==> config.mk <==
export PLATFORM = sky130hd
export DESIGN_NAME = ctsd_queue
export DESIGN_NICKNAME = d
export VERILOG_FILES = /design/src/rtl/ctsd_pkg.sv /design/src/rtl/ctsd_queue.sv
export SDC_FILE = /design/constraint.sdc
export NUM_CORES = 1
export LEC_CHECK = 0
export BUFFER_PORTS_ARGS = -buffer_cell sky130_fd_sc_hd__buf_2
export CAP_MARGIN = 30
export CORE_MARGIN = 3
export CORE_UTILIZATION = 55
export CTS_BUF_LIST = sky130_fd_sc_hd__clkbuf_8
export CTS_CLUSTER_SIZE = 25
export DETAILED_ROUTE_END_ITERATION = 8
export PLACE_DENSITY = 0.83
export SYNTH_ARGS = -nofsm -noshare
export SYNTH_HDL_FRONTEND = slang
export SYNTH_SLANG_ARGS = --single-unit
==> constraint.sdc <==
create_clock -name clock -period 5.55 [get_ports clock]
set_clock_uncertainty 0.05 [all_clocks]
set_input_delay 0.555 -clock clock [delete_from_list [all_inputs] [get_ports clock]]
set_output_delay 0.555 -clock clock [all_outputs]
set_load 0.02 [all_outputs]
==> src/rtl/ctsd_pkg.sv <==
// Shared types, constants and helpers for the ternary census stereo block.
// No dependencies; every other file refers to it by scoped names.
`timescale 1ns / 1ps

package ctsd_pkg;

   // Census window geometry
   localparam int WIN_HALF_W = 4;
   localparam int WIN_HALF_H = 8;
   localparam int WIN_COLS   = 2 * WIN_HALF_W + 1;
   localparam int WIN_ROWS   = 2 * WIN_HALF_H + 1;
   localparam int WIN_SIZE   = WIN_COLS * WIN_ROWS;

   // Frame limits
   localparam int MAX_WIDTH  = 1024;
   localparam int MIN_WIDTH  = 32;
   localparam int MIN_HEIGHT = 17;
   localparam int MAX_HEIGHT = 1024;
   localparam int DISP_MAX   = 63;

   // Circular pixel store
   localparam int STORE_DEPTH = WIN_ROWS * MAX_WIDTH + 2 * WIN_HALF_W + DISP_MAX + 1;
   localparam int ADDR_W      = $clog2(STORE_DEPTH);

   // Counter widths
   localparam int POS_W  = 21;
   localparam int CNT_W  = $clog2(WIN_SIZE + 1);
   localparam int COL_W  = $clog2(WIN_COLS);
   localparam int COST_W = $clog2(WIN_SIZE + 1);
   localparam int TRITS_W = 2 * WIN_SIZE;

   // Register indexes
   localparam logic [1:0] REG_WIDTH     = 2'd0;
   localparam logic [1:0] REG_HEIGHT    = 2'd1;
   localparam logic [1:0] REG_MAX_DISP  = 2'd2;
   localparam logic [1:0] REG_THRESHOLD = 2'd3;

   // Request kinds
   localparam logic REQ_PIXEL = 1'b0;
   localparam logic REQ_FLUSH = 1'b1;

   // Trit codes
   localparam logic [1:0] TRIT_LO  = 2'd0;
   localparam logic [1:0] TRIT_MID = 2'd1;
   localparam logic [1:0] TRIT_HI  = 2'd2;

   typedef logic [ADDR_W-1:0] addr_type;

   typedef struct packed {
      logic [10:0] width;
      logic [10:0] height;
      logic [5:0]  max_disp;
      logic [7:0]  threshold;
   } cfg_type;

   typedef struct packed {
      addr_type    tl;
      addr_type    ctr;
      logic [9:0]  col;
      logic [9:0]  row;
      logic        border;
      logic        last;
   } job_type;

   // Add two store addresses modulo the store depth
   function automatic addr_type add_wrap(addr_type a, addr_type b);
      logic [ADDR_W:0] s;
      s = {1'b0, a} + {1'b0, b};
      if (s >= (ADDR_W + 1)'(STORE_DEPTH)) begin
         s = s - (ADDR_W + 1)'(STORE_DEPTH);
      end
      return s[ADDR_W-1:0];
   endfunction

endpackage

==> src/rtl/ctsd_queue.sv <==
// Two-entry job queue between the front end and the matching engine.
// Depends on ctsd_pkg for the job type.
`timescale 1ns / 1ps

module ctsd_queue (
   input  logic              clock,
   input  logic              reset,
   input  logic              push,
   input  ctsd_pkg::job_type push_job,
   output logic              full,
   input  logic              pop,
   output ctsd_pkg::job_type pop_job,
   output logic              empty
);

   ctsd_pkg::job_type slot_ff [2];
   logic              wr_ff, wr_in;
   logic              rd_ff, rd_in;
   logic [1:0]        cnt_ff, cnt_in;

   assign full    = cnt_ff[1];
   assign empty   = (cnt_ff == 2'd0);
   assign pop_job = slot_ff[rd_ff];

   // Advance pointers and fill count
   always_comb begin
      wr_in  = wr_ff ^ push;
      rd_in  = rd_ff ^ pop;
      cnt_in = cnt_ff + {1'b0, push} - {1'b0, pop};
   end

   always_ff @(posedge clock) begin
      if (reset) begin
         wr_ff  <= 1'b0;
         rd_ff  <= 1'b0;
         cnt_ff <= 2'd0;
      end else begin
         wr_ff  <= wr_in;
         rd_ff  <= rd_in;
         cnt_ff <= cnt_in;
      end
   end

   // Hold payload
   always_ff @(posedge clock) begin
      if (push) begin
         slot_ff[wr_ff] <= push_job;
      end
   end

endmodule

# After elaboration in Yosys (flattened, before gate mapping)
# Memory sizes are Yosys's and may differ from the RTL's. A register that Yosys moved wholly into a read port is not among the register bits.
# Index checks and enable logic that the tools add are counted.
# classes
add_sub_neg,2
multipliers,0
div,0
magnitude_cmp,0
n_eq_ne,0
shifts,0
muxes,3
bitwise,2
n_reduce_logical,1
# ops
operator,n
1-bit 2-to-1 mux,3
2-bit by 1-bit adder with 2-bit output,1
2-bit zero test,1
2-bit by 1-bit subtractor with 2-bit output,1
1-bit XOR,2
# totals
reg_bits,4
latch_bits,0
ramBits,104
romBits,0
in_bits,56
out_inout_bits,54
elab_cells,12
memories,1
# memory_table
memory,words,word_bits,rd,rd_clocked_by_memory_dff,write_ports,line_no,text
slot_ff,2,52,1,1,1,ctsd_queue.sv:16,ctsd_pkg::job_type slot_ff [2];

# Longest topological paths before layout
# logic_depth
ltp_word,2
depth_mapped,6

# Worst setup path after synthesis
# OpenSTA, ideal clock, no wires.
# synth_path
path_kind,input to register
from,input push
to,"memory slot_ff[0][0] (netlist bit), enable pin"
setup_time_ns,0.415
arrival_ns,1.837
setup_slack_ns,3.248
stages,1
path_cell_list,ha_1
# synth_between
elab_chain_cells,2
# synth_lines
item,line_no,text
from (decl),ctsd_queue.sv:8,"input logic push,"
1-bit 2-to-1 mux,ctsd_queue.sv:46,if (push) begin
1-bit 2-to-1 mux (not written as such),ctsd_queue.sv:47,slot_ff[wr_ff] <= push_job;
to (decl),ctsd_queue.sv:16,
# No other way between the ends.

==> results by group <==
Outcome
  • Status: finished clean

Critical path
  • Worst Setup Start Kind: flop
  • FF-to-FF Start: wr_ff
  • CP Capture Type: output pin
  • Crit path kind: flop to output pin
  • Crit-path max cell delay: around 0.39 ns
  • WP data arrival: 1.63 ns
  • R2r setup slk: 3.83 ns
  • Worst-case reg-to-reg path depth: 3
  • Crit-path cells: buf_16 -> mux2_2 -> buf_2
  • Reg-to-Reg End: slot_ff[0][20]
  • Crit-path slowest cell: dfxtp_4
  • Cell family with most CP delay: buffers and inverters
  • Worst path bufs/invs: 2
  • CP Max Fanout: 52
  • Critical Path RT: 4.95 ns

Floorplan
  • Core area: 7330 sq um
  • IO Count: 110
  • Die width: between 90 and 100 um
  • Die ar.: 8720 sq um
  • Initial core utilization: 0.573
  • Std cell rows: 31
  • Die height: 93.4 um

Final layout
  • Filler cells: 521
  • Finished Core Util: 0.682
  • Layout area overhead: 19.0%
  • Area taken by multi-input logic gates: 877 sq um
  • Share of cells above drive strength 1: 0.596
  • Ant. Diodes: 0
  • Design area: approximately 5000 sq um
  • Final std cells w/o fill: 401
  • Nets: 357
  • Commonest non-fill, non-tap cell in the layout: buf_2
  • FF+latch area: between 3000 and 4000 sq um
  • Most frequent cells in the layout: 109 x buf_2, 104 x edfxtp_1, 49 x mux2_4

Synth
  • Syn avg cell area: 23.3 sq um
  • #FFs+latches synth: roughly 110
  • Sequential fraction of the synthesis area: 0.763
  • Unique cell type count in the Yosys netlist: 12
  • Net Count, Synth: 240
  • Synth warn: 0
  • Post-synth design cell area: 4200 sq um
  • Post-Syn Instances: 180

Power
  • Maximum vdd drop: between 200 and 250 uV
  • Power Density: between 300 and 400 nW/um^2
  • Pleak: roughly 2 nW

Global route
  • Vias in the first global route: 2082
  • Tot GR Track Use: 0.158
  • Global-route wire length before repair: 10200 um
  • Initial antenna violation count: 0
  • Largest net degree at the start of global routing: 54
  • Global route overflow: 0

CTS
  • CTS tree: done
  • Clock Path Buffers: 2
  • Worst-path clk slew: 0.10 ns
  • CTS Sinks: 108
  • Clock buffer count from CTS: 9
  • Clock Root Buffer: clkbuf_8
  • CTS H-tree depth: 3
  • Hold-fix buffers, CTS: 0
  • Worst-skew pair later-pin latency: 0.35 ns
  • Setup Fix Bufs, Post-CTS: 0
  • Post-CTS Resized: 0

STA
  • Minimum clock period: 2.24 ns
  • Slew Viols, Final: 0
  • RSZ-0062 raised after global routing: no
  • Final setup fails: 0
  • Final Hold Fails: 0
  • Post-Route Setup TNS: 0 ns
  • Relative slew margins: 0.633
  • Worst-Margin Slew: 0.551 ns
  • Period Utilization, post-route: 0.403
  • Fmax: 0.447 GHz

Placement
  • Placed Area: 4780 sq um
  • I/O Buffers: 109
  • DP Wirelength: 4470 um
  • Placed cells: 384
  • RePlAce Congestion: 0.652

Hold path
  • Worst Hold Path Cells: 1
  • Hold Crit Endpoint: slot_ff[1][18]
  • Path category of the worst min-delay check: input pin to flop
  • Worst hold path startpoint: push_job[18]

Drt
  • Antenna-violating nets left: 0
  • Vias: 1981
  • DRC: 0
  • Pre-Repair DR Iteration Count: 4
  • Wire per inst: 16.8 um
  • Via/cell ratio: ~5
  • Total wire length: 6720 um
  • Initial DRC Count: 83

Flow run
  • Max Cap Viol: 0
kinds of logic after synthesis:
family / Yosys count / synth area share
mux: 52 / 0.183
fa+ha+maj: 4 / 0.0119
buf+inv: 9 / 0.0292
xor+xnor: 2 / 0.00745
flops: 108 / 0.763
simple gates: 5 / 0.00507
worst reg2reg max path, delay by kind of cell (launching register included):
kind | cells | cell delay (ns)
flip-flops | 1 | 0.33
buffers and inverters | 2 | 0.61
adder cells (fa/ha/maj) | 1 | 0.37
power breakdown:
part | switching (mW) | internal (mW)
sequential | 0.0160 | 0.951
combinational | 0.145 | 0.125
clock | 0.250 | 0.207
layout make-up:
| type | count | area share |
|---|---|---|
| Tap cell | 99 | 0.0248 |
| Inverter | 3 | 0.00225 |
| Clock buffer | 9 | 0.0248 |
| Multi-Input combinational cell | 63 | 0.176 |
| Sequential cell | 108 | 0.642 |
| Timing Repair Buffer | 112 | 0.118 |
| Clock inverter | 7 | 0.0133 |
cell usage after synthesis (all sizes together):
cell    number  area (sq um)
edfxtp     104          3120
mux2        52           769
buf          6           111
dfxtp        4          80.1
ha           4          50.1
nor2         4          15.0
inv          3          11.3
nor2b        1          6.26
xnor2        1          8.76
xnor3        1          22.5
stage by stage:
stage	hold WS, ns	power (mW)	setup slack, ns
after floorplan	0.467	1.18	3.25
after global placement	0.501	1.25	3.36
after detailed placement	0.512	1.26	3.37
after CTS	0.312	1.71	2.96
after global routing	0.309	1.76	3.25
final	0.334	1.69	3.31
routing by layer:
metal | track usage | wire length [um] | share of wire | up-vias
li1 | - | - | - | 934
met1 | 0.192 | 2600 | 0.39 | 968
met2 | 0.272 | 3620 | 0.54 | 73
met3 | 0.0402 | 427 | 0.064 | 6
met4 | 0.0598 | 83 | 0.012 | 0
met5 | 0 | 0 | 0 | -
registers in the layout, indices dropped and copies added (netlist names):
register and count:
slot_ff 104, rd_ff 1, cnt_ff 2, wr_ff 1
worst max-delay path by stage:
stage	start	to	slack, ns	depth (start not counted)
after CTS	rd_ff	pop_job[51]	2.96	2
after floorplan	push	slot_ff[0][0]	3.25	1
after detailed placement	rd_ff	pop_job[51]	3.37	2
final	rd_ff	pop_job[51]	3.31	3
after global placement	rd_ff	pop_job[51]	3.36	2
after global routing	rd_ff	pop_job[51]	3.25	3
(Power assumes the default switching activity.)
