## config.mk

```make
export PLATFORM = sky130hd
export DESIGN_NAME = ctsd_front
export DESIGN_NICKNAME = d
export VERILOG_FILES = /design/src/rtl/ctsd_pkg.sv /design/src/rtl/ctsd_front.sv
export SDC_FILE = /design/constraint.sdc
export NUM_CORES = 1
export LEC_CHECK = 0
export BUFFER_PORTS_ARGS = -buffer_cell sky130_fd_sc_hd__buf_2
export CORE_ASPECT_RATIO = 0.75
export CORE_UTILIZATION = 30
export DETAILED_ROUTE_END_ITERATION = 10
export PLACE_DENSITY = 0.43
export SLEW_MARGIN = 10
export SYNTH_ARGS = -nofsm -noshare
export SYNTH_HDL_FRONTEND = slang
export SYNTH_SLANG_ARGS = --single-unit
```

## constraint.sdc

```tcl
create_clock -name clock -period 29.5 [get_ports clock]
set_input_delay 5.9 -clock clock [delete_from_list [all_inputs] [get_ports clock]]
set_output_delay 5.9 -clock clock [all_outputs]
set_load 0.005 [all_outputs]
```

## src/rtl/ctsd_pkg.sv

```systemverilog
// Shared types, constants and helpers for the ternary census stereo block.
// No dependencies; every other file refers to it by scoped names.
`timescale 1ns / 1ps

package ctsd_pkg;

   // Census window geometry
   localparam int WIN_HALF_W = 4;
   localparam int WIN_HALF_H = 8;
   localparam int WIN_COLS   = 2 * WIN_HALF_W + 1;
   localparam int WIN_ROWS   = 2 * WIN_HALF_H + 1;
   localparam int WIN_SIZE   = WIN_COLS * WIN_ROWS;

   // Frame limits
   localparam int MAX_WIDTH  = 1024;
   localparam int MIN_WIDTH  = 32;
   localparam int MIN_HEIGHT = 17;
   localparam int MAX_HEIGHT = 1024;
   localparam int DISP_MAX   = 63;

   // Circular pixel store
   localparam int STORE_DEPTH = WIN_ROWS * MAX_WIDTH + 2 * WIN_HALF_W + DISP_MAX + 1;
   localparam int ADDR_W      = $clog2(STORE_DEPTH);

   // Counter widths
   localparam int POS_W  = 21;
   localparam int CNT_W  = $clog2(WIN_SIZE + 1);
   localparam int COL_W  = $clog2(WIN_COLS);
   localparam int COST_W = $clog2(WIN_SIZE + 1);
   localparam int TRITS_W = 2 * WIN_SIZE;

   // Register indexes
   localparam logic [1:0] REG_WIDTH     = 2'd0;
   localparam logic [1:0] REG_HEIGHT    = 2'd1;
   localparam logic [1:0] REG_MAX_DISP  = 2'd2;
   localparam logic [1:0] REG_THRESHOLD = 2'd3;

   // Request kinds
   localparam logic REQ_PIXEL = 1'b0;
   localparam logic REQ_FLUSH = 1'b1;

   // Trit codes
   localparam logic [1:0] TRIT_LO  = 2'd0;
   localparam logic [1:0] TRIT_MID = 2'd1;
   localparam logic [1:0] TRIT_HI  = 2'd2;

   typedef logic [ADDR_W-1:0] addr_type;

   typedef struct packed {
      logic [10:0] width;
      logic [10:0] height;
      logic [5:0]  max_disp;
      logic [7:0]  threshold;
   } cfg_type;

   typedef struct packed {
      addr_type    tl;
      addr_type    ctr;
      logic [9:0]  col;
      logic [9:0]  row;
      logic        border;
      logic        last;
   } job_type;

   // Add two store addresses modulo the store depth
   function automatic addr_type add_wrap(addr_type a, addr_type b);
      logic [ADDR_W:0] s;
      s = {1'b0, a} + {1'b0, b};
      if (s >= (ADDR_W + 1)'(STORE_DEPTH)) begin
         s = s - (ADDR_W + 1)'(STORE_DEPTH);
      end
      return s[ADDR_W-1:0];
   endfunction

endpackage

```

## src/rtl/ctsd_front.sv

```systemverilog
// Front end: configuration registers, input handshake, pixel store writes
// and scheduling of result jobs. Depends on ctsd_pkg.
`timescale 1ns / 1ps

module ctsd_front (
   input  logic                   clock,
   input  logic                   reset,
   input  logic                   req_valid,
   output logic                   req_ready,
   input  logic                   req_type,
   input  logic [7:0]             req_left_pixel,
   input  logic [7:0]             req_right_pixel,
   input  logic                   csr_write_en,
   input  logic [1:0]             csr_index,
   input  logic [10:0]            csr_wdata,
   input  logic                   q_full,
   output logic                   q_push,
   output ctsd_pkg::job_type      q_job,
   output logic                   st_we,
   output ctsd_pkg::addr_type     st_waddr,
   output logic [7:0]             st_left,
   output logic [7:0]             st_right,
   output ctsd_pkg::cfg_type      cfg
);

   logic [10:0] width_ff, width_in;
   logic [10:0] height_ff, height_in;
   logic [5:0]  max_disp_ff, max_disp_in;
   logic [7:0]  thresh_ff, thresh_in;

   logic [ctsd_pkg::POS_W-1:0] in_pos_ff, in_pos_in;
   logic [ctsd_pkg::POS_W-1:0] out_pos_ff, out_pos_in;
   logic [9:0]                 col_ff, col_in;
   logic [9:0]                 row_ff, row_in;
   ctsd_pkg::addr_type         wptr_ff, wptr_in;
   ctsd_pkg::addr_type         optr_ff, optr_in;

   logic [10:0]                w_eff;
   logic [10:0]                h_eff;
   logic [21:0]                prod;
   logic [ctsd_pkg::POS_W-1:0] total;
   logic [ctsd_pkg::POS_W-1:0] lag;
   logic [ctsd_pkg::POS_W-1:0] in_nxt;
   logic                       accept;
   logic                       take_pix;
   logic                       emit;
   logic                       frame_end;
   logic                       interior;
   ctsd_pkg::addr_type         koff;
   ctsd_pkg::addr_type         tl;

   // Saturate frame size
   always_comb begin
      w_eff = width_ff;
      if (width_ff < 11'(ctsd_pkg::MIN_WIDTH)) begin
         w_eff = 11'(ctsd_pkg::MIN_WIDTH);
      end else if (width_ff > 11'(ctsd_pkg::MAX_WIDTH)) begin
         w_eff = 11'(ctsd_pkg::MAX_WIDTH);
      end
      h_eff = height_ff;
      if (height_ff < 11'(ctsd_pkg::MIN_HEIGHT)) begin
         h_eff = 11'(ctsd_pkg::MIN_HEIGHT);
      end else if (height_ff > 11'(ctsd_pkg::MAX_HEIGHT)) begin
         h_eff = 11'(ctsd_pkg::MAX_HEIGHT);
      end
   end

   // The 6-bit field never exceeds the disparity limit
   assign cfg = '{width: w_eff, height: h_eff, max_disp: max_disp_ff, threshold: thresh_ff};

   assign prod  = {11'd0, w_eff} * {11'd0, h_eff};
   assign total = prod[ctsd_pkg::POS_W-1:0];
   assign lag   = ctsd_pkg::POS_W'(ctsd_pkg::WIN_HALF_H) * ctsd_pkg::POS_W'(w_eff)
                + ctsd_pkg::POS_W'(ctsd_pkg::WIN_HALF_W) + ctsd_pkg::POS_W'(max_disp_ff);

   // Classify the beat
   assign req_ready = !q_full;
   assign accept    = req_valid && req_ready;
   assign take_pix  = accept && (req_type == ctsd_pkg::REQ_PIXEL) && (in_pos_ff < total);
   assign in_nxt    = in_pos_ff + ctsd_pkg::POS_W'(take_pix);

   always_comb begin
      emit = 1'b0;
      if (accept) begin
         if (in_nxt >= total) begin
            emit = out_pos_ff < total;
         end else begin
            emit = (out_pos_ff + lag) < in_nxt;
         end
      end
   end

   assign frame_end = emit && ((out_pos_ff + 1'b1) >= total);

   assign interior = (row_ff >= 10'(ctsd_pkg::WIN_HALF_H))
                  && ({2'b0, row_ff} + 12'(ctsd_pkg::WIN_HALF_H) < {1'b0, h_eff})
                  && (col_ff >= 10'(ctsd_pkg::WIN_HALF_W))
                  && ({2'b0, col_ff} + 12'(ctsd_pkg::WIN_HALF_W) + {6'd0, max_disp_ff}
                      < {1'b0, w_eff});

   // Top-left corner of the window, modulo the store depth
   assign koff = ctsd_pkg::ADDR_W'(ctsd_pkg::WIN_HALF_H) * ctsd_pkg::ADDR_W'(w_eff)
               + ctsd_pkg::ADDR_W'(ctsd_pkg::WIN_HALF_W);
   assign tl   = (optr_ff >= koff) ? (optr_ff - koff)
               : (ctsd_pkg::ADDR_W'(ctsd_pkg::STORE_DEPTH) - koff + optr_ff);

   assign q_push = emit;
   assign q_job  = '{tl: tl, ctr: optr_ff, col: col_ff, row: row_ff,
                     border: !interior, last: (out_pos_ff == total - 1'b1)};

   assign st_we    = take_pix;
   assign st_waddr = wptr_ff;
   assign st_left  = req_left_pixel;
   assign st_right = req_right_pixel;

   // Next state of positions and registers
   always_comb begin
      width_in    = width_ff;
      height_in   = height_ff;
      max_disp_in = max_disp_ff;
      thresh_in   = thresh_ff;
      in_pos_in   = in_pos_ff;
      out_pos_in  = out_pos_ff;
      col_in      = col_ff;
      row_in      = row_ff;
      wptr_in     = wptr_ff;
      optr_in     = optr_ff;
      if (csr_write_en) begin
         case (csr_index)
            ctsd_pkg::REG_WIDTH:     width_in    = csr_wdata;
            ctsd_pkg::REG_HEIGHT:    height_in   = csr_wdata;
            ctsd_pkg::REG_MAX_DISP:  max_disp_in = csr_wdata[5:0];
            ctsd_pkg::REG_THRESHOLD: thresh_in   = csr_wdata[7:0];
            default:                 width_in    = width_ff;
         endcase
         in_pos_in  = '0;
         out_pos_in = '0;
         col_in     = '0;
         row_in     = '0;
         optr_in    = wptr_ff;
      end else begin
         if (take_pix) begin
            wptr_in   = ctsd_pkg::add_wrap(wptr_ff, ctsd_pkg::ADDR_W'(1));
            in_pos_in = in_nxt;
         end
         if (emit) begin
            optr_in    = ctsd_pkg::add_wrap(optr_ff, ctsd_pkg::ADDR_W'(1));
            out_pos_in = out_pos_ff + 1'b1;
            if ({1'b0, col_ff} + 11'd1 == w_eff) begin
               col_in = '0;
               row_in = row_ff + 1'b1;
            end else begin
               col_in = col_ff + 1'b1;
            end
         end
         if (frame_end) begin
            in_pos_in  = '0;
            out_pos_in = '0;
            col_in     = '0;
            row_in     = '0;
         end
      end
   end

   always_ff @(posedge clock) begin
      if (reset) begin
         width_ff    <= 11'd640;
         height_ff   <= 11'd480;
         max_disp_ff <= 6'd50;
         thresh_ff   <= 8'd1;
         in_pos_ff   <= '0;
         out_pos_ff  <= '0;
         col_ff      <= '0;
         row_ff      <= '0;
         wptr_ff     <= '0;
         optr_ff     <= '0;
      end else begin
         width_ff    <= width_in;
         height_ff   <= height_in;
         max_disp_ff <= max_disp_in;
         thresh_ff   <= thresh_in;
         in_pos_ff   <= in_pos_in;
         out_pos_ff  <= out_pos_in;
         col_ff      <= col_in;
         row_ff      <= row_in;
         wptr_ff     <= wptr_in;
         optr_ff     <= optr_in;
      end
   end

endmodule

```

After elaboration in Yosys (flattened, before gate mapping)
Index checks and enable logic that the tools add are counted.
{"block": "op_classes", "n_addsub": 20, "n_mux": 12, "n_lt_le_gt_ge": 16, "bitwise": 2, "eq_ne": 5, "multipliers": 1, "reduce_logical": 18}
{"cell": "$mux 15", "n": 5}
{"cell": "$lt 21x21->1", "n": 3}
{"cell": "$mux 11", "n": 4}
{"cell": "$ge 21x21->1", "n": 2}
{"cell": "$add 15x1->16 const B", "n": 2}
{"cell": "$ge 16x15->1 const B", "n": 2}
{"cell": "$add 14x3->15 const B", "n": 2}
{"cell": "$sub 15x15->15 const B", "n": 2}
{"cell": "$gt 11x11->1 const B", "n": 2}
{"cell": "$add 21x1->21", "n": 1}
{"cell": "$add 21x1->21 const B", "n": 1}
{"cell": "$add 21x16->21", "n": 1}
{"cell": "$eq 21x21->1", "n": 1}
{"cell": "$mul 11x11->21", "n": 1}
{"cell": "$sub 21x1->21 const B", "n": 1}
{"cell": "$add 10x1->10 const B", "n": 2}
{"cell": "$add 15x6->16", "n": 1}
{"cell": "$add 15x15->15", "n": 1}
{"cell": "$ge 15x15->1", "n": 1}
{"cell": "$sub 15x15->15", "n": 1}
{"cell": "$sub 15x15->15 const A", "n": 1}
{"cell": "$add 11x6->12", "n": 1}
{"cell": "$lt 12x11->1", "n": 1}
{"cell": "$reduce_and 2->1", "n": 6}
{"cell": "19 further kinds", "n": 29}
{"block": "word_totals", "elab_cells": 84, "out_inout_bits": 122, "regBits": 128, "input_bits": 35}

Longest topological paths before layout
{"block": "depth", "word_depth": 12, "depth_mapped": 52, "ltp_nobuf": 49}

Worst setup path after synthesis
OpenSTA, ideal clock, no wires.
{"block": "synth_path", "path_type": "register to output", "from": "register width_ff[10]", "to": "output q_push", "arrival_ns": 10.540, "setup_slack_ns": 13.060, "path_stages_with_launch": 47, "path_buffers": 4, "path_cell_list": "dfxtp_1 > clkbuf_1 > a211oi_1 > inv_1 > clkbuf_1 > nor2_1 > ha_1 > inv_1 > fa_1 > inv_1 > ha_1 > fa_1 > inv_1 > fa_1 > inv_1 > ha_1 > o211ai_1 > o21ai_1 > (+11 left out) > ha_1 > nand3_1 > nor3_1 > and3_1 > nor2b_1 > xnor2_1 > inv_1 > ha_1 > nand4_1 > or4_1 > o2111ai_1 > a221oi_1 > nor4_1 > nor2b_1 > a21oi_4 > nand2_2 > inv_2 > buf_2"}
{"element": "start, declared", "line": "ctsd_front.sv:26", "rtl": "logic [10:0] width_ff, width_in;"}
{"element": "start signal, assigned", "line": "ctsd_front.sv:178", "rtl": "width_ff <= width_in;"}
{"element": "end, declared", "line": "ctsd_front.sv:17", "rtl": "output logic q_push,"}

Worst setup path after layout
{"block": "layout_path", "from": "register width_ff[9]", "to": "output q_push"}
{"block": "layout_between", "elab_chain_cells": 10}
{"element": "$gt 11x11->1", "line": "ctsd_front.sv:57", "rtl": "end else if (width_ff > 11'(ctsd_pkg::MAX_WIDTH)) begin"}
{"element": "$mux 11", "line": "ctsd_front.sv:57"}
{"element": "$mux 11 *", "line": "ctsd_front.sv:55", "rtl": "if (width_ff < 11'(ctsd_pkg::MIN_WIDTH)) begin"}
{"element": "$mul 11x11->21 *", "line": "ctsd_front.sv:71", "rtl": "assign prod = {11'd0, w_eff} * {11'd0, h_eff};"}
{"element": "$lt 21x21->1 *", "line": "ctsd_front.sv:79", "rtl": "assign take_pix = accept && (req_type == ctsd_pkg::REQ_PIXEL) && (in_pos_ff < total);"}
{"element": "$logic_and 1x1->1 *", "line": "ctsd_front.sv:79"}
{"element": "$add 21x1->21 *", "line": "ctsd_front.sv:80", "rtl": "assign in_nxt = in_pos_ff + ctsd_pkg::POS_W'(take_pix);"}
{"element": "net in_nxt (one bit)", "line": "ctsd_front.sv:43", "rtl": "logic [ctsd_pkg::POS_W-1:0] in_nxt;"}
{"element": "$lt 21x21->1 / $ge 21x21->1 (equally long branches)", "line": "ctsd_front.sv:88, ctsd_front.sv:85"}
{"element": "$mux 1 *", "line": "ctsd_front.sv:85", "rtl": "if (in_nxt >= total) begin"}
{"element": "$mux 1 *", "line": "ctsd_front.sv:84", "rtl": "if (accept) begin"}
The timed path passes the listed nets; every way through them passes the cells marked *.

==> flow_summary.toml <==
[run_status]
status = "finished with violations"
violations = "design-rule violations"

[worst_hold_path]
min_path_cells = 2
hold_end = "thresh_ff[3]$_SDFFE_PP0P_"
worstHoldPathType = "reg -> reg"
hp-start = "thresh_ff[3]$_SDFFE_PP0P_"

[routing]
ant_nets = 0
drt_pass1_iterations = 8
first_iter_violations = 1449
drc = 1
viasPerCell = 5.32
num_vias = 16900
wire_per_inst_um = 21.2
routed_wl_um = 67300

[logic_synthesis]
ys_seq_area_frac = 0.144
synth_compound_area_frac = 0.181
yosysWarnings = 0
syn_area_mm2 = 0.0179
synthCells = 2316
yosys.area_share.adder = 0.275
muxShareOfSynthArea = 0.00729
synth_top_flop_cell = "dfxtp_1"
synth-edff-count = 0
synth_most_common_cell = "nand2_1"
ys_types = 85
yosys-top-cells-area = "ha_1 (17%), dfxtp_1 (14%), fa_1 (10%)"
synth_seq_cells = 128
synthXorXnorAreaFrac = 0.0986
synth_top_family_by_area = "adder cells"
avgSynthCellArea_um2 = 7.71
synth_nets = 2687
synthSimpleGateAreaFrac = 0.212
synth_top_cell_by_area = "ha_1"
synth_top_area_share = 0.171
async_reset_ff_frac = 0
synthTopCellsByCount = "nand2_1 (257), ha_1 (244), inv_1 (226), nor2_1 (196), a21oi_1 (131)"

[cells_and_area]
syn_to_final_growth_pct = 10.6
layout.cells.non_filler = 3170
post-route-util = 0.335
nets = 2738
drive_gt1_frac = 0.0937
antenna_cells = 0

[setup_path]
r2r-start = "width_ff[9]$_SDFFE_PP1P_"
crit_arrival_ns = 14.02
end_kind = "primary output"
cpMostUsedCell = "ha_1"
cpPeakStageDelay_ns = 0.80
cp_data_required_time_ns = 23.60
cp-start-kind = "register"
cp_max_fo = 34
crit_path_top_delay_cell = "inv_2"
timing.rr.end = "col_ff[0]$_SDFFE_PP0P_"
critical_path_class = "reg -> out"
r2r_cells = 46
r2r_slack_ns = 15.27

[placement]
pre_cts_slack_ns = 10.19
gp_congestion = 0.896
port_buffers = 124
dp_hpwl_um = 53600
dp_cells = 3138

[floorplanning]
start_util = 0.303
coreArea_mm2 = 0.0589
die-area_mm2 = 0.0605
die_x_um = 284
ios = 157
num_rows = 77
die_h_um = 213

[sta]
hold_viol_final = 0
tightestPinTransition_ns = 1.15
setup_viol = 0
finalMaxSlewViolations = 0
period_needed_ns = 19.92
min_period_over_period = 0.675
fin_skew_ns = 0.0175
max_slew_margin = 0.224
fmax_mhz = 50.2
layout_setup_ws_ns = 9.58
rsz0062_at_grt = "no"
tns_ns = 0

[clock_network]
postCtsSetupRepairBufs = 0
tritoncts = "built"
ctsHoldBuffers = 0
ctsHtreeMaxLevel = 4
clk_path_buf_depth = 2
postCtsResizedCells = 0
path_clk_slew_ns = 0.07
cts_sinks = 128
root_buffer = "clkbuf_16"
cts_buffers = 17
clkLatencyLatePin_ns = 0.51

[global_routing]
overflow = 0
grt_max_degree = 69
grt_util_all_layers = 0.224
grt_use_met2 = 0.321
gr-usage-met3 = 0.0379
grt_busiest_layer = "met1"
grt_pass1_wl_um = 102000
met1_usage = 0.337
antenna_found_initial = 0
grt_pass1_vias = 16300

[power_and_ir_drop]
power_density_mw_per_mm2 = 35.6
leakage_nw = 8.98
ir_drop_mv = 0.0353

[job]
max-cap-violations = 0
==> per-stage QoR <==
step / hold WS [ns] / cell area, um^2 / total power, mW
CTS: 0.458 / 19700 / 0.706
finish: 0.457 / 19700 / 0.702
global placement: 0.442 / 19100 / 0.468
detailed placement: 0.450 / 19100 / 0.470
floorplan: 0.432 / 17900 / 0.376
global route: 0.490 / 19700 / 0.746
==> area by class of cell <==
class | count | area (um^2)
fillers | 6328 | 39100
well taps | 790 | 988
repair buffers | 152 | 831
inverters | 245 | 920
clock inverters | 14 | 169
clock buffers | 18 | 439
multi-input cells | 1823 | 13800
flip-flops and latches | 128 | 2560
==> flip-flops by register name (all words and copies together), names as in the netlist <==
| signal | cells |
|---|---|
| col_ff | 10 |
| thresh_ff | 8 |
| in_pos_ff | 21 |
| max_disp_ff | 6 |
| optr_ff | 15 |
| width_ff | 11 |
| out_pos_ff | 21 |
| row_ff | 10 |
| st_waddr | 15 |
| height_ff | 11 |
==> layout by cell type, fill, tap and decap left out, types with 11 or more instances in the layout <==
cell type    n
nor4_1      28
dfxtp_1    128
xnor2_1    130
and2_1      17
nor2_1     195
and3_1      40
nand2_1    257
nand4_1     35
fa_1        92
nand3b_1    11
buf_4       28
clkinv_1    14
o21bai_1    20
inv_1      226
or3_1       17
nor3_1      32
nand2b_1    17
a21o_1      37
nand3_1     81
o21ai_0     53
a211oi_1    24
a31oi_1     23
nor2b_1     22
a32o_1      17
clkbuf_16   17
o21a_1      24
ha_1       244
buf_2      124
xor2_1      71
o21ai_1     24
mux2i_1     13
o211ai_1    14
a21oi_1    130
==> critical path: cells and delay by family (launching register included) <==
| kind | cells | cell delay [ns] |
|---|---|---|
| AO/OA/AOI/OAI | 14 | 3.42 |
| XOR/XNOR | 2 | 0.62 |
| adder cells (fa/ha/maj) | 10 | 3.72 |
| buffers and inverters | 7 | 2.13 |
| flip-flops | 1 | 0.40 |
| AND/OR/NAND/NOR | 12 | 3.20 |
==> worst max-delay path by stage <==
stage,startpoint,end,slack [ns]
detailed placement,width_ff[9]$_SDFFE_PP1P_,q_push,10.19
global route,width_ff[9]$_SDFFE_PP1P_,q_push,8.66
CTS,width_ff[9]$_SDFFE_PP1P_,q_push,9.62
finish,width_ff[9]$_SDFFE_PP1P_,q_push,9.58
global placement,width_ff[9]$_SDFFE_PP1P_,q_push,10.50
floorplan,width_ff[10]$_SDFFE_PP0P_,q_push,13.06
==> where the power goes <==
group	leakage, nW	total [mW]	internal (mW)	switching (mW)
sequential	1.04	0.181	0.176	0.00553
combinational	7.65	0.289	0.107	0.182
clock	0.290	0.232	0.129	0.103
==> layer usage <==
layer / vias to the layer above / wire length [um]
met2: 503 / 27300
li1: 8098 / -
met4: 2 / 1190
met5: - / 65
met3: 57 / 4140
met1: 8200 / 34600
==> logic make-up (layout without fill, tap and decap cells) <==
logic type | after synthesis | count (layout)
adders and majority gates | 338 | 338
DFF | 128 | 128
AOI/OAI and AO/OA | 476 | 476
and+or+nand+nor | 795 | 795
xor gates and xnor gates | 201 | 201
muxes | 13 | 13
buffers and inverters | 365 | 429
Note: power is estimated with default switching activity, not from simulation.
